$ cat src/ring_fifo_with_member_search_macros.svh
// Assertion helpers shared by the RTL files.
`ifndef RING_FIFO_WITH_MEMBER_SEARCH_MACROS_SVH
`define RING_FIFO_WITH_MEMBER_SEARCH_MACROS_SVH

// Same-cycle implication, checked out of reset.
`define RFMS_ASSERT_SAME(label, clk, rst_n, ante, cons, msg) \
	label: assert property (@(posedge clk) disable iff (!rst_n) (ante) |-> (cons)) \
		else $error(msg);

// Next-cycle implication, checked out of reset.
`define RFMS_ASSERT_NEXT(label, clk, rst_n, ante, cons, msg) \
	label: assert property (@(posedge clk) disable iff (!rst_n) (ante) |=> (cons)) \
		else $error(msg);

`endif

$ cat src/rfms_pkg.sv
package rfms_pkg;

	localparam int OP_W    = 2;
	localparam int VALUE_W = 16;
	localparam int SLOTS_W = 5;
	localparam int OCC_W   = 4;

	localparam logic [SLOTS_W-1:0] SLOTS_RESET = 5'd16;

	typedef enum logic [OP_W-1:0] {
		OP_PUSH   = 2'd0,
		OP_POP    = 2'd1,
		OP_FLUSH  = 2'd2,
		OP_SEARCH = 2'd3
	} op_t;

	typedef enum logic [1:0] {
		ST_IDLE,
		ST_FIN,
		ST_SEARCH
	} state_t;

	// controller -> datapath
	typedef struct packed {
		logic push;
		logic pop;
		logic flush;
		logic search_start;
		logic search_step;
		logic res_load;
		logic res_word;
		logic res_found;
		logic res_refused;
	} ctrl_cmd_t;

	// datapath -> controller
	typedef struct packed {
		logic empty;
		logic full;
		logic last;
		logic hit;
	} dp_stat_t;

endpackage

$ cat src/rfms_req_if.sv
interface rfms_req_if import rfms_pkg::*; ();
	logic               valid;
	logic               ready;
	logic [OP_W-1:0]    op;
	logic [VALUE_W-1:0] value;

	modport source (output valid, output op, output value, input ready);
	modport sink (input valid, input op, input value, output ready);
endinterface

$ cat src/rfms_rsp_if.sv
interface rfms_rsp_if import rfms_pkg::*; ();
	logic               valid;
	logic               ready;
	logic [VALUE_W-1:0] read_word;
	logic               found;
	logic               is_empty;
	logic               is_full;
	logic [OCC_W-1:0]   occupancy;
	logic               refused;

	modport source (
		output valid, output read_word, output found, output is_empty,
		output is_full, output occupancy, output refused, input ready
	);
	modport sink (
		input valid, input read_word, input found, input is_empty,
		input is_full, input occupancy, input refused, output ready
	);
endinterface

$ cat src/rfms_ram.sv
module rfms_ram #(
	parameter int WIDTH = 16,
	parameter int DEPTH = 16
) (
	input  logic                     clk,
	input  logic                     we,
	input  logic [$clog2(DEPTH)-1:0] waddr,
	input  logic [WIDTH-1:0]         wdata,
	input  logic [$clog2(DEPTH)-1:0] raddr,
	output logic [WIDTH-1:0]         rdata
);

	logic [WIDTH-1:0] mem [DEPTH];
	logic [WIDTH-1:0] rdata_q;

	always_ff @(posedge clk) begin
		if (we) begin
			mem[waddr] <= wdata;
		end
		rdata_q <= mem[raddr];
	end

	assign rdata = rdata_q;

endmodule

$ cat src/rfms_ctrl.sv
`include "ring_fifo_with_member_search_macros.svh"

module rfms_ctrl import rfms_pkg::*; (
	input  logic            clk,
	input  logic            arst_n,
	input  logic            req_valid,
	output logic            req_ready,
	input  logic [OP_W-1:0] req_op,
	output logic            rsp_valid,
	input  logic            rsp_ready,
	input  dp_stat_t        stat,
	output ctrl_cmd_t       cmd
);

	state_t state_q, state_d;
	logic   out_valid_q;
	logic   pop_ok_q, pop_ok_d;
	logic   refuse_q, refuse_d;
	logic   accept;

	always_ff @(posedge clk or negedge arst_n) begin
		if (!arst_n) begin
			state_q     <= ST_IDLE;
			out_valid_q <= 1'b0;
			pop_ok_q    <= 1'b0;
			refuse_q    <= 1'b0;
		end else begin
			state_q  <= state_d;
			pop_ok_q <= pop_ok_d;
			refuse_q <= refuse_d;
			if (cmd.res_load) begin
				out_valid_q <= 1'b1;
			end else if (rsp_ready) begin
				out_valid_q <= 1'b0;
			end
		end
	end

	always_comb begin
		state_d   = state_q;
		cmd       = '0;
		req_ready = 1'b0;
		accept    = 1'b0;
		pop_ok_d  = pop_ok_q;
		refuse_d  = refuse_q;
		unique case (state_q)
			ST_IDLE: begin
				// take a request only if the result slot is free after this edge
				req_ready = !out_valid_q || rsp_ready;
				accept    = req_valid && req_ready;
				if (accept) begin
					pop_ok_d = 1'b0;
					refuse_d = 1'b0;
					state_d  = ST_FIN;
					unique case (op_t'(req_op))
						OP_PUSH: begin
							if (stat.full) begin
								refuse_d = 1'b1;
							end else begin
								cmd.push = 1'b1;
							end
						end
						OP_POP: begin
							if (stat.empty) begin
								refuse_d = 1'b1;
							end else begin
								cmd.pop  = 1'b1;
								pop_ok_d = 1'b1;
							end
						end
						OP_FLUSH: begin
							cmd.flush = 1'b1;
						end
						OP_SEARCH: begin
							if (!stat.empty) begin
								cmd.search_start = 1'b1;
								state_d          = ST_SEARCH;
							end
						end
					endcase
				end
			end
			ST_FIN: begin
				cmd.res_load    = 1'b1;
				cmd.res_word    = pop_ok_q;
				cmd.res_refused = refuse_q;
				state_d         = ST_IDLE;
			end
			ST_SEARCH: begin
				// one compare per cycle, read of the next slot already in flight
				if (stat.hit || stat.last) begin
					cmd.res_load  = 1'b1;
					cmd.res_found = stat.hit;
					state_d       = ST_IDLE;
				end else begin
					cmd.search_step = 1'b1;
				end
			end
			default: begin
				state_d = ST_IDLE;
			end
		endcase
	end

	assign rsp_valid = out_valid_q;

	`RFMS_ASSERT_SAME(a_no_result_overwrite, clk, arst_n, cmd.res_load, !out_valid_q, "result overwritten before taken")
	`RFMS_ASSERT_NEXT(a_accept_frees_slot, clk, arst_n, accept, !out_valid_q, "result slot busy after accept")
	`RFMS_ASSERT_NEXT(a_search_walks, clk, arst_n, cmd.search_start, state_q == ST_SEARCH, "search start did not enter walk")

endmodule

$ cat src/rfms_datapath.sv
`include "ring_fifo_with_member_search_macros.svh"

module rfms_datapath import rfms_pkg::*; #(
	parameter int RING_DEPTH = 16,
	parameter int WORD_BITS  = 16
) (
	input  logic               clk,
	input  logic               arst_n,
	input  logic               cfg_wr_en,
	input  logic [SLOTS_W-1:0] cfg_wr_data,
	input  logic [VALUE_W-1:0] value,
	input  ctrl_cmd_t          cmd,
	output dp_stat_t           stat,
	output logic [VALUE_W-1:0] read_word,
	output logic               found,
	output logic               is_empty,
	output logic               is_full,
	output logic [OCC_W-1:0]   occupancy,
	output logic               refused
);

	localparam int PTR_W  = $clog2(RING_DEPTH);
	localparam int SIZE_W = $clog2(RING_DEPTH + 1);
	localparam int NXT_W  = SIZE_W + 1;
	localparam int VB     = (WORD_BITS < VALUE_W) ? WORD_BITS : VALUE_W;
	localparam int SIZE_RESET_I =
		(int'(SLOTS_RESET) > RING_DEPTH) ? RING_DEPTH : int'(SLOTS_RESET);
	localparam logic [SIZE_W-1:0] SIZE_RESET = SIZE_W'(SIZE_RESET_I);

	logic [SIZE_W-1:0]    size_q, size_d;
	logic [PTR_W-1:0]     head_q, tail_q, ptr_q, left_q;
	logic [PTR_W-1:0]     adv_head, adv_tail, adv_ptr, raddr;
	logic [SIZE_W-1:0]    held_w;
	logic [WORD_BITS-1:0] word_in, key_q, rdata;

	logic [VALUE_W-1:0]   read_word_q;
	logic                 found_q, empty_q, full_q, refused_q;
	logic [OCC_W-1:0]     occ_q;

	function automatic logic [PTR_W-1:0] advance(input logic [PTR_W-1:0] p,
	                                            input logic [SIZE_W-1:0] sz);
		logic [NXT_W-1:0] n;
		n = NXT_W'(p) + NXT_W'(1);
		return (n >= NXT_W'(sz)) ? '0 : PTR_W'(n);
	endfunction

	// ring size from the register, clamped to 2 .. RING_DEPTH
	always_comb begin
		if (cfg_wr_data < SLOTS_W'(2)) begin
			size_d = SIZE_W'(2);
		end else if (32'(cfg_wr_data) > RING_DEPTH) begin
			size_d = SIZE_W'(RING_DEPTH);
		end else begin
			size_d = SIZE_W'(cfg_wr_data);
		end
	end

	assign adv_head = advance(head_q, size_q);
	assign adv_tail = advance(tail_q, size_q);
	assign adv_ptr  = advance(ptr_q, size_q);
	assign raddr    = cmd.search_step ? adv_ptr : adv_head;
	assign word_in  = WORD_BITS'(value[VB-1:0]);

	always_comb begin
		if (tail_q >= head_q) begin
			held_w = SIZE_W'(tail_q) - SIZE_W'(head_q);
		end else begin
			held_w = SIZE_W'(tail_q) + size_q - SIZE_W'(head_q);
		end
	end

	always_ff @(posedge clk or negedge arst_n) begin
		if (!arst_n) begin
			size_q <= SIZE_RESET;
			head_q <= '0;
			tail_q <= '0;
			ptr_q  <= '0;
			left_q <= '0;
		end else if (cfg_wr_en) begin
			size_q <= size_d;
			head_q <= '0;
			tail_q <= '0;
		end else begin
			if (cmd.flush) begin
				head_q <= '0;
				tail_q <= '0;
			end else begin
				if (cmd.push) begin
					tail_q <= adv_tail;
				end
				if (cmd.pop) begin
					head_q <= adv_head;
				end
			end
			if (cmd.search_start) begin
				ptr_q  <= adv_head;
				left_q <= PTR_W'(held_w);
			end else if (cmd.search_step) begin
				ptr_q  <= adv_ptr;
				left_q <= left_q - PTR_W'(1);
			end
		end
	end

	always_ff @(posedge clk) begin
		if (cmd.search_start) begin
			key_q <= word_in;
		end
		if (cmd.res_load) begin
			read_word_q <= cmd.res_word ? VALUE_W'(rdata[VB-1:0]) : '0;
			found_q     <= cmd.res_found;
			empty_q     <= (head_q == tail_q);
			full_q      <= (adv_tail == head_q);
			occ_q       <= OCC_W'(held_w);
			refused_q   <= cmd.res_refused;
		end
	end

	rfms_ram #(
		.WIDTH (WORD_BITS),
		.DEPTH (RING_DEPTH)
	) u_store (
		.clk   (clk),
		.we    (cmd.push),
		.waddr (adv_tail),
		.wdata (word_in),
		.raddr (raddr),
		.rdata (rdata)
	);

	assign stat.empty = (head_q == tail_q);
	assign stat.full  = (adv_tail == head_q);
	assign stat.last  = (left_q == PTR_W'(1));
	assign stat.hit   = (rdata == key_q);

	assign read_word = read_word_q;
	assign found     = found_q;
	assign is_empty  = empty_q;
	assign is_full   = full_q;
	assign occupancy = occ_q;
	assign refused   = refused_q;

	`RFMS_ASSERT_SAME(a_head_in_ring, clk, arst_n, 1'b1, NXT_W'(head_q) < NXT_W'(size_q), "head outside ring")
	`RFMS_ASSERT_SAME(a_tail_in_ring, clk, arst_n, 1'b1, NXT_W'(tail_q) < NXT_W'(size_q), "tail outside ring")
	`RFMS_ASSERT_SAME(a_step_has_more, clk, arst_n, cmd.search_step, left_q > PTR_W'(1), "search stepped past last entry")

endmodule

$ cat src/ring_fifo_with_member_search.sv
// Channel   Dir  Payload                                               Handshake
// req       in   op[1:0], value[15:0]                                  valid/ready
// rsp       out  read_word[15:0], found, is_empty, is_full,            valid/ready
//                occupancy[3:0], refused
// cfg       in   cfg_wr_data[4:0] (ring slots in use)                  cfg_wr_en
//
// Push, pop and flush pass ST_IDLE then ST_FIN; pop's word is the store's registered read.
// A search walks held entries oldest first; an empty ring skips the walk (not found);
// one store read and compare per cycle, and a hit ends the walk early.
// One request is in work at a time; the result register frees the input side as it drains.
// req.ready drops while a result waits and rsp.ready is low.
// arst_n clears pointers, ring size (16 slots) and the controller; store contents stay.
module ring_fifo_with_member_search import rfms_pkg::*; #(
	parameter int RING_DEPTH = 16,
	parameter int WORD_BITS  = 16
) (
	input  logic               clk,
	input  logic               arst_n,
	input  logic               cfg_wr_en,
	input  logic [SLOTS_W-1:0] cfg_wr_data,
	rfms_req_if.sink           req,
	rfms_rsp_if.source         rsp
);

	ctrl_cmd_t cmd;
	dp_stat_t  stat;

	rfms_ctrl u_ctrl (
		.clk       (clk),
		.arst_n    (arst_n),
		.req_valid (req.valid),
		.req_ready (req.ready),
		.req_op    (req.op),
		.rsp_valid (rsp.valid),
		.rsp_ready (rsp.ready),
		.stat      (stat),
		.cmd       (cmd)
	);

	rfms_datapath #(
		.RING_DEPTH (RING_DEPTH),
		.WORD_BITS  (WORD_BITS)
	) u_dp (
		.clk         (clk),
		.arst_n      (arst_n),
		.cfg_wr_en   (cfg_wr_en),
		.cfg_wr_data (cfg_wr_data),
		.value       (req.value),
		.cmd         (cmd),
		.stat        (stat),
		.read_word   (rsp.read_word),
		.found       (rsp.found),
		.is_empty    (rsp.is_empty),
		.is_full     (rsp.is_full),
		.occupancy   (rsp.occupancy),
		.refused     (rsp.refused)
	);

endmodule
$ cat src/flat_wrapper.sv
// flat-port wrapper written by rule: the top's interface ports become plain ports
module ring_fifo_with_member_search_flat import rfms_pkg::*;
#(
	parameter int RING_DEPTH = 16,
	parameter int WORD_BITS  = 16
)
  (clk, arst_n, cfg_wr_en, cfg_wr_data, req_valid, req_op, req_value, req_ready, rsp_valid, rsp_read_word, rsp_found, rsp_is_empty, rsp_is_full, rsp_occupancy, rsp_refused, rsp_ready);
  rfms_req_if req_i ();
  rfms_rsp_if rsp_i ();
  input  logic clk;
  input  logic arst_n;
  input  logic cfg_wr_en;
  input  logic [SLOTS_W-1:0] cfg_wr_data;
  input wire logic [$bits(req_i.valid)-1:0] req_valid;
  input wire logic [$bits(req_i.op)-1:0] req_op;
  input wire logic [$bits(req_i.value)-1:0] req_value;
  output wire logic [$bits(req_i.ready)-1:0] req_ready;
  output wire logic [$bits(rsp_i.valid)-1:0] rsp_valid;
  output wire logic [$bits(rsp_i.read_word)-1:0] rsp_read_word;
  output wire logic [$bits(rsp_i.found)-1:0] rsp_found;
  output wire logic [$bits(rsp_i.is_empty)-1:0] rsp_is_empty;
  output wire logic [$bits(rsp_i.is_full)-1:0] rsp_is_full;
  output wire logic [$bits(rsp_i.occupancy)-1:0] rsp_occupancy;
  output wire logic [$bits(rsp_i.refused)-1:0] rsp_refused;
  input wire logic [$bits(rsp_i.ready)-1:0] rsp_ready;
  assign req_i.valid = req_valid;
  assign req_i.op = req_op;
  assign req_i.value = req_value;
  assign req_ready = req_i.ready;
  assign rsp_valid = rsp_i.valid;
  assign rsp_read_word = rsp_i.read_word;
  assign rsp_found = rsp_i.found;
  assign rsp_is_empty = rsp_i.is_empty;
  assign rsp_is_full = rsp_i.is_full;
  assign rsp_occupancy = rsp_i.occupancy;
  assign rsp_refused = rsp_i.refused;
  assign rsp_i.ready = rsp_ready;
  ring_fifo_with_member_search #(.RING_DEPTH(RING_DEPTH), .WORD_BITS(WORD_BITS)) u_core (.clk(clk), .arst_n(arst_n), .cfg_wr_en(cfg_wr_en), .cfg_wr_data(cfg_wr_data), .req(req_i), .rsp(rsp_i));
endmodule
$ cat config.mk
export PLATFORM = sky130hd
export DESIGN_NAME = ring_fifo_with_member_search_flat
export DESIGN_NICKNAME = d
export VERILOG_FILES = /design/src/rfms_pkg.sv /design/src/rfms_req_if.sv /design/src/rfms_rsp_if.sv /design/src/rfms_ram.sv /design/src/rfms_ctrl.sv /design/src/rfms_datapath.sv /design/src/ring_fifo_with_member_search.sv /design/src/flat_wrapper.sv
export VERILOG_INCLUDE_DIRS = /design/src /design/src/src
export SDC_FILE = /design/constraint.sdc
export NUM_CORES = 1
export LEC_CHECK = 0
export ABC_CLOCK_PERIOD_IN_PS = 8400
export BUFFER_PORTS_ARGS = -buffer_cell sky130_fd_sc_hd__buf_2
export CORE_MARGIN = 2
export CORE_UTILIZATION = 60
export CTS_CLUSTER_SIZE = 16
export DETAILED_ROUTE_END_ITERATION = 10
export GPL_ROUTABILITY_DRIVEN = 0
export PLACE_DENSITY = 0.88
export SYNTH_ARGS = -nofsm -noshare
export SYNTH_HDL_FRONTEND = slang
export SYNTH_SLANG_ARGS = --single-unit
$ cat constraint.sdc
create_clock -name clk -period 8.4 [get_ports clk]
set_clock_uncertainty 0.2 [all_clocks]
set_input_delay 0 -clock clk [delete_from_list [all_inputs] [get_ports clk]]
set_output_delay 0 -clock clk [all_outputs]
set_load 0.01 [all_outputs]
==> impl_metrics.py <==
metrics = {
    "status": {
        "status": "completed",
    },
    "floorplanning": {
        "dieWidth_um": 157.4,
        "fp.coreArea_mm2": 0.02326,
        "dieArea_mm2": 0.02478,
        "initial_core_util_pct": 60.71,
        "pin_count": 54,
        "num_rows": 56,
        "fp.dieH_um": 157.4,
    },
    "yosys": {
        "synthTopCellsByArea": "edfxtp_1, mux2i_1, dfrtp_1",
        "synth_nets": 977,
        "syn_area_mm2": 0.01412,
        "synth-simple-area-share_pct": 6.397,
        "yosysUniqueCellTypes": 57,
        "synth_common_cells": "edfxtp_1, mux2i_1, o22ai_1",
        "synth_edf_count": 296,
        "async_flop_share_pct": 7.692,
        "synth_top_family_by_area": "multiplexers",
        "synth_xor_area_share_pct": 1.923,
        "yosys.area_share.adder_pct": 3.225,
        "synth_most_common_cell": "edfxtp_1",
        "synth_area_leader_cell": "edfxtp_1",
        "synth_top_area_share_pct": 62.94,
        "yosys_warnings": 0,
        "seq_area_frac_synth_pct": 69.82,
        "synth_compound_area_share_pct": 6.007,
        "synthCells": 915,
        "syn_area_per_cell_um2": 15.43,
        "synth_mux_area_share_pct": 9.887,
        "synthFlopType": "edfxtp_1",
        "ys_seq_elements": 338,
    },
    "final_layout": {
        "nFillCells": 1439,
        "finalNonFillerCells": 1361,
        "syn_to_final_growth_pct": 14.85,
        "num_antenna_cells": 0,
        "drive_gt1_share_pct": 13.72,
        "stdcell_area_mm2": 0.01622,
        "fin_nets": 1078,
    },
    "grt": {
        "antenna_found_initial": 1,
        "grt_max_degree": 65,
        "overflow": 0,
        "grt_use_total_pct": 26.81,
        "grt_pass1_vias": 8434,
        "grt_pass1_wl_mm": 48.93,
    },
    "routing": {
        "drc_errors": 0,
        "routed_wl_mm": 32.40,
        "drt_pass1_iterations": 7,
        "final_antenna_net_count": 0,
        "vias": 8602,
        "routed_via_density": 6.320,
        "drt-initial-drc-count": 779,
        "wire_per_inst_um": 23.80,
    },
    "timing": {
        "fin_crit_ps": 5502,
        "slew_headroom_pct": 26.54,
        "drv_slew": 0,
        "tightest_slew_ps": 1102,
        "finalHoldViolCount": 0,
        "finalSetupViolCount": 0,
        "hold_slack_ps": 126.5,
        "grt_setup_unrepaired": "false",
        "fin_crit_sh_pct": 65.50,
        "setup_tns_ps": 0,
        "fmax_ghz": 0.1818,
    },
    "worst_setup_path": {
        "reg2reg_depth": 13,
        "cp_max_fo": 42,
        "path_class": "reg2reg",
        "crit_required_ps": 8570,
        "r2r_slack_ps": 2900,
        "crit_path_start_kind": "flip-flop",
        "worstSetupEndpointType": "flip-flop",
        "cp.arrival_ps": 5680,
        "worstSetupStartpoint": "u_core.u_dp.head_q[0]$_DFFE_PN0P_",
        "reg2reg_from": "u_core.u_dp.head_q[0]$_DFFE_PN0P_",
    },
    "clocking": {
        "clock-sinks": 338,
        "cts.path.max_buffers": 3,
        "clk_pin_slew_worst_paths_ps": 70,
        "cts_tree": "built",
        "cts_buffers": 34,
        "htreeDepth": 2,
        "cts-root-buf": "clkbuf_16",
        "clock_latency_ps": 520,
    },
    "power": {
        "p_int_mw": 2.931,
        "pwr-share-comb_pct": 8.9,
        "sequentialPowerShare_pct": 50.6,
        "power.clock.fraction_pct": 40.5,
        "switching_share_pct": 22.91,
        "ir_drop_v": 0.0001727,
        "power.density_mw_per_mm2": 234.4,
        "finalPower_mw": 3.802,
        "switching_power_mw": 0.8709,
        "power.leakage_nw": 5.733,
    },
    "placement": {
        "placed_area_mm2": 0.01469,
        "place_inst": 1263,
        "io_buffers": 53,
        "dp_hpwl_mm": 18.80,
    },
    "worst_hold_path": {
        "hold_start": "cfg_wr_data[4]",
        "whs_path_depth": 4,
        "min_path_type": "in2reg",
    },
    "job": {
        "cap_violations": 0,
    },
}
-- power groups by stage --
stage / combinational (mW) / clock [mW] / sequential [mW]
final: 0.338 / 1.54 / 1.92
after global routing: 0.373 / 1.62 / 1.93
after CTS: 0.337 / 1.55 / 1.92
after detailed placement: 0.313 / 0 / 1.96
after global placement: 0.300 / 0 / 1.95
after floorplan: 0.198 / 0 / 1.96
-- critical path, cell delays in order (launching register included) --
cell	delay (ps)
dfrtp_1	500
ha_1	280
xnor2_1	410
inv_1	120
ha_1	320
a21o_1	110
a31oi_1	40
o21ai_1	540
or2_1	260
a2bb2oi_4	770
buf_4	730
mux2i_1	350
o22ai_1	130
or4_1	560
-- cell families after synthesis --
logic type	Yosys count
DFF	338
AOI/OAI and AO/OA	134
xor gates and xnor gates	31
adders and majority gates	34
and+or+nand+nor	167
muxes	139
buffers and inverters	72
-- per-layer routing --
layer | track usage, % | up-vias | part of all wire, %
li1 | - | 3730 | -
met1 | 35.04 | 4243 | 37
met2 | 44.25 | 532 | 49
met3 | 5.644 | 97 | 11
met4 | 10.74 | 0 | 3.3
met5 | 0 | - | 0
-- repair_timing --
action                                 in CTS  in global routing
hold buffers                               36                  0
endpoints found under the hold margin     319                  0
resized for setup                           0                  0
buffers inserted                            0                  0
-- final timing paths --
path                                                   endpoint
setup / recovery           u_core.u_dp.u_store.rdata[3]$_DFF_P_
hold / removal                u_core.u_dp.size_q[4]$_DFFE_PN1P_
setup reg to reg           u_core.u_dp.u_store.rdata[3]$_DFF_P_
hold reg to reg                u_core.u_dp.ptr_q[1]$_DFFE_PN0P_
max in group asynchronous   u_core.u_ctrl.rsp_valid$_DFFE_PN0P_
min in group asynchronous     u_core.u_dp.tail_q[3]$_DFFE_PN0P_
-- metrics by stage --
step	setup slack [ps]	utilization [%]
3_3_place_gp	3305	63.15
3_5_place_dp	2967	63.15
2_1_floorplan	3660	-
6_report	2898	69.72
5_1_grt	2499	69.72
4_1_cts	2903	69.72
-- sequential cells by signal, indices dropped and copies added (netlist names), 2 cells and up --
register	count
u_core.u_ctrl.state_q	2
u_core.u_dp.head_q	4
u_core.u_dp.key_q	16
u_core.u_dp.left_q	4
u_core.u_dp.occupancy	4
u_core.u_dp.ptr_q	4
u_core.u_dp.read_word	16
u_core.u_dp.size_q	5
u_core.u_dp.tail_q	4
u_core.u_dp.u_store.mem	256
u_core.u_dp.u_store.rdata	16
-- area by class of cell --
cell class	instances	area, um^2	area share, %
clock inverters	17	195.2	1.203
well taps	319	399.1	2.461
inverters	30	112.6	0.6943
clock buffers	45	963.4	5.940
multi-input cells	505	3918	24.15
flip-flops and latches	338	9861	60.80
repair buffers	107	770.7	4.752
-- cell usage in the layout, fill, tap and decap left out, types with 6 or more instances in the layout --
master / n
a21o_1: 6
a21oi_1: 19
and2_1: 6
and3_1: 20
buf_2: 53
buf_4: 18
clkbuf_16: 35
dfrtp_1: 25
dfxtp_1: 16
dlygate4sd3_1: 35
edfxtp_1: 296
ha_1: 30
inv_1: 29
mux2i_1: 138
nand2_1: 29
nand2b_1: 9
nand3_1: 7
nand4_1: 11
nor2_1: 35
nor3_1: 9
o21ai_0: 18
o22ai_1: 66
or4_1: 16
xnor2_1: 26
No activity file was read; power rests on OpenSTA's default activity.
